===== config.mk =====
export PLATFORM = sky130hd
export DESIGN_NAME = dmc_ram
export DESIGN_NICKNAME = d
export VERILOG_FILES = /design/src/rtl/core/direct_mapped_cache_read_defines.svh /design/src/rtl/core/dmc_ram.sv
export SDC_FILE = /design/constraint.sdc
export NUM_CORES = 2
export LEC_CHECK = 0
export CAP_MARGIN = 20
export CORE_UTILIZATION = 40
export DETAILED_ROUTE_END_ITERATION = 10
export DONT_BUFFER_PORTS = 1
export PLACE_DENSITY_LB_ADDON = 0.08
export SLEW_MARGIN = 20
export SYNTH_ARGS = -nofsm -noshare
export SYNTH_HDL_FRONTEND = slang
export SYNTH_SLANG_ARGS = --single-unit

===== constraint.sdc =====
create_clock -name clk_i -period 6.7 [get_ports clk_i]
set_input_delay 0.67 -clock clk_i [delete_from_list [all_inputs] [get_ports clk_i]]
set_output_delay 0.67 -clock clk_i [all_outputs]
set_load 0.03 [all_outputs]

===== src/rtl/core/direct_mapped_cache_read_defines.svh =====
// ----------------------------------------------------------------------------
// Direct-mapped cache read: assertion macros
// Concurrent assertion wrappers, empty when building for synthesis.
// ----------------------------------------------------------------------------
`ifndef DIRECT_MAPPED_CACHE_READ_DEFINES_SVH
`define DIRECT_MAPPED_CACHE_READ_DEFINES_SVH

`ifndef SYNTHESIS
// Property must hold at every rising clock edge outside reset.
`define DMC_ASSERT(lbl, clk, rstn, prop, msg) \
  lbl: assert property (@(posedge clk) disable iff (!rstn) prop) else $error(msg);
// Condition must never be seen outside reset.
`define DMC_ASSERT_NEVER(lbl, clk, rstn, cond, msg) \
  `DMC_ASSERT(lbl, clk, rstn, !(cond), msg)
`else
`define DMC_ASSERT(lbl, clk, rstn, prop, msg)
`define DMC_ASSERT_NEVER(lbl, clk, rstn, cond, msg)
`endif

`endif


===== src/rtl/core/dmc_ram.sv =====
// ----------------------------------------------------------------------------
// Generic RAM
// One write port, one read port, read data registered.
// ----------------------------------------------------------------------------
module dmc_ram #(
  parameter int unsigned WIDTH = 8,
  parameter int unsigned DEPTH = 256,
  localparam int unsigned AW   = $clog2(DEPTH)
) (
  input  logic             clk_i,
  input  logic             we_i,
  input  logic [AW-1:0]    waddr_i,
  input  logic [WIDTH-1:0] wdata_i,
  input  logic             re_i,
  input  logic [AW-1:0]    raddr_i,
  output logic [WIDTH-1:0] rdata_o
);

  logic [WIDTH-1:0] mem_q [DEPTH];
  logic [WIDTH-1:0] rdata_q;

  always_ff @(posedge clk_i) begin
    if (we_i) begin
      mem_q[waddr_i] <= wdata_i;
    end
    // hold read data while no read is issued
    if (re_i) begin
      rdata_q <= mem_q[raddr_i];
    end
  end

  assign rdata_o = rdata_q;

endmodule


==> flow_summary.ini <==
[logic_synthesis]
synth.distinct_cells = 54
synth_edf_count = 2056
ys_seq_area_share_pct = 77.5
async_flop_share_pct = 0
synthTopCellsByArea = edfxtp_1 78%, mux4_2 13%, mux2i_1 1.7%
synthCells = 3733
synth_nets = 3760
synth.top_cell.area_share_pct = 77.5
ys_warn_count = 0
synth_top_flop_cell = edfxtp_1
ys_ff_latch = 2056
avgSynthCellArea_um2 = 21.3
netlist_area_um2 = 79600
yosys.area.top_type = edfxtp_1

[global_routing]
use_met3_pct = 3.50
busiest_layer = met2
antenna_found_initial = 8
grt_pass1_vias = 39500
grt_use_total_pct = 21.7
globalRouteMet1Util_pct = 30.0
grt_overflow = 0
grt_start_max_net_pins = 579
grt_pass1_wl_um = 305000
use_met2_pct = 35.7

[timing]
hold_slack_ns = 0.109
max_slew.worst_pin.slew_ns = 1.15
period_needed_ns = 4.66
max-slew-margin-rel_pct = 23.0
fin_skew_ns = 0.0315
slew_viol_final = 0
finalSetupTns_ns = 0
setup_viol = 0
hold_viol_final = 0
final.period_utilization_pct = 69.6
rsz0062_at_grt = false
fmax_mhz = 215

[floorplan]
fp.coreArea_um2 = 198000
fp.dieW_um = 448
rows = 163
ios = 35
start_util_pct = 40.3
die_height_um = 448
die-area_um2 = 201000

[setup_path]
end_kind = flip-flop
cp_max_fo = 102
worstSetupPathType = input port to flip-flop
arrival_ns = 5.22
startpoint_type = input port
crit_required_ns = 7.26

[detailed_routing]
vias = 38400
drt_wl_total_um = 217000
first_iter_violations = 3990
drtPass1Iterations = 5
drc = 0
ant_nets = 0
wl_per_cell_um = 32.9
vias_per_cell = 5.81

[layout]
synthToLayoutAreaGrowth_pct = 12.1
instances_no_fill = 6601
nNetsFinal = 3803
final_area_um2 = 89300
layout-drive-gt1-share_pct = 21.6
layout.cells.most_common_list = 2056 x edfxtp_1, 454 x mux4_2, 279 x nor2_1, 224 x clkbuf_16, 134 x mux2i_1
layout_commonest_cell = edfxtp_1

[placement]
dp.cells = 6178
port_buffers = 0
dpl_cell_area_um2 = 81900
dp_hpwl_um = 117000
place.gp.congestion = 0.811

[clocking]
htreeDepth = 4
clock-sinks = 2056
tritoncts = built
root_buffer = clkbuf_16
cts.path.max_buffers = 3
cts_buffers = 217
clk_latency_ns = 0.84
clk_pin_slew_worst_paths_ns = 0.06

[power]
ir_worst_vdd_mv = 0.251
power-per-cell-area_nw_per_um2 = 303
total_power_mw = 27.1
p_leak_nw = 27.1

[flow_run]
cap_viol_max_count = 0

[hold_path]
hp-class = input port to flip-flop

[run_status]
status = completed
cell type report:
type | count | area, µm²
timing repair buffer | 57 | 683
sequential | 2056 | 61700
fill | 16500 | 108000
clock buffer | 248 | 5700
antenna | 4 | 10.0
tap | 2640 | 3300
multi-input combinational | 1442 | 16500
inverter | 2 | 7.51
clock inverter | 152 | 1300
per-layer routing:
layer | routed length (µm) | part of all wire, %
met3 | 13200 | 6.1
met2 | 107000 | 49
met4 | 5500 | 2.5
met1 | 91700 | 42
met5 | 0 | 0
report_power, final:
part | leakage, nW | switching (mW) | internal (mW)
Combinational | 5.17 | 0.578 | 0.403
Clock | 3.43 | 4.99 | 6.86
Sequential | 18.5 | 0.0316 | 14.2
metrics by stage:
step / utilization [%] / worst slack [ns]
2_1_floorplan: - / 3.95
3_3_place_gp: 41.4 / 2.30
3_5_place_dp: 41.4 / 2.75
4_1_cts: 45.1 / 3.48
5_1_grt: 45.2 / 1.80
6_report: 45.2 / 2.04
flip-flops by register name (all words and copies together) (netlist names):
| register | flops |
|---|---|
| mem_q | 2048 |
| rdata_o | 8 |
cells by family after synthesis:
kind of cell | synth area share [%]
compound gates | 3.42
flops | 77.5
simple gates | 2.63
buf+inv | 1.83
mux | 14.6
cells in the mapped netlist (all sizes together) (28+ instances only):
master  count
mux4      456
nand3      34
nor2b      31
edfxtp   2056
o221ai     47
clkbuf    111
mux2i     134
buf       122
a22oi     133
o22ai      28
nand2      33
nor2      282
a21oi      96
worst paths after layout:
kind / start / slack (ns) / end / cells past startpoint
min reg2reg: mem_q[16][6]$_DFFE_PP_ / 1.10 / rdata_o[6]$_DFFE_PP_ / 5
min: wdata_i[4] / 0.11 / mem_q[82][4]$_DFFE_PP_ / 0
max: raddr_i[0] / 2.04 / rdata_o[6]$_DFFE_PP_ / 10
max reg2reg: mem_q[83][3]$_DFFE_PP_ / 3.43 / rdata_o[3]$_DFFE_PP_ / 6
timing repair:
action,4_1_cts,5_1_grt
hold buffers,12,1
endpoints found under the hold margin,411,28
gates resized for setup,0,0
buffers inserted,0,0
worst max-delay path, cell delays in order:
cell	delay, ns
buf_16	0.45
buf_16	0.55
buf_16	0.54
buf_16	0.58
mux4_2	0.59
a22o_1	0.26
nor3_1	0.76
a21oi_1	0.08
a22oi_1	0.28
nor4_2	0.06
(Power assumes the default switching activity.)
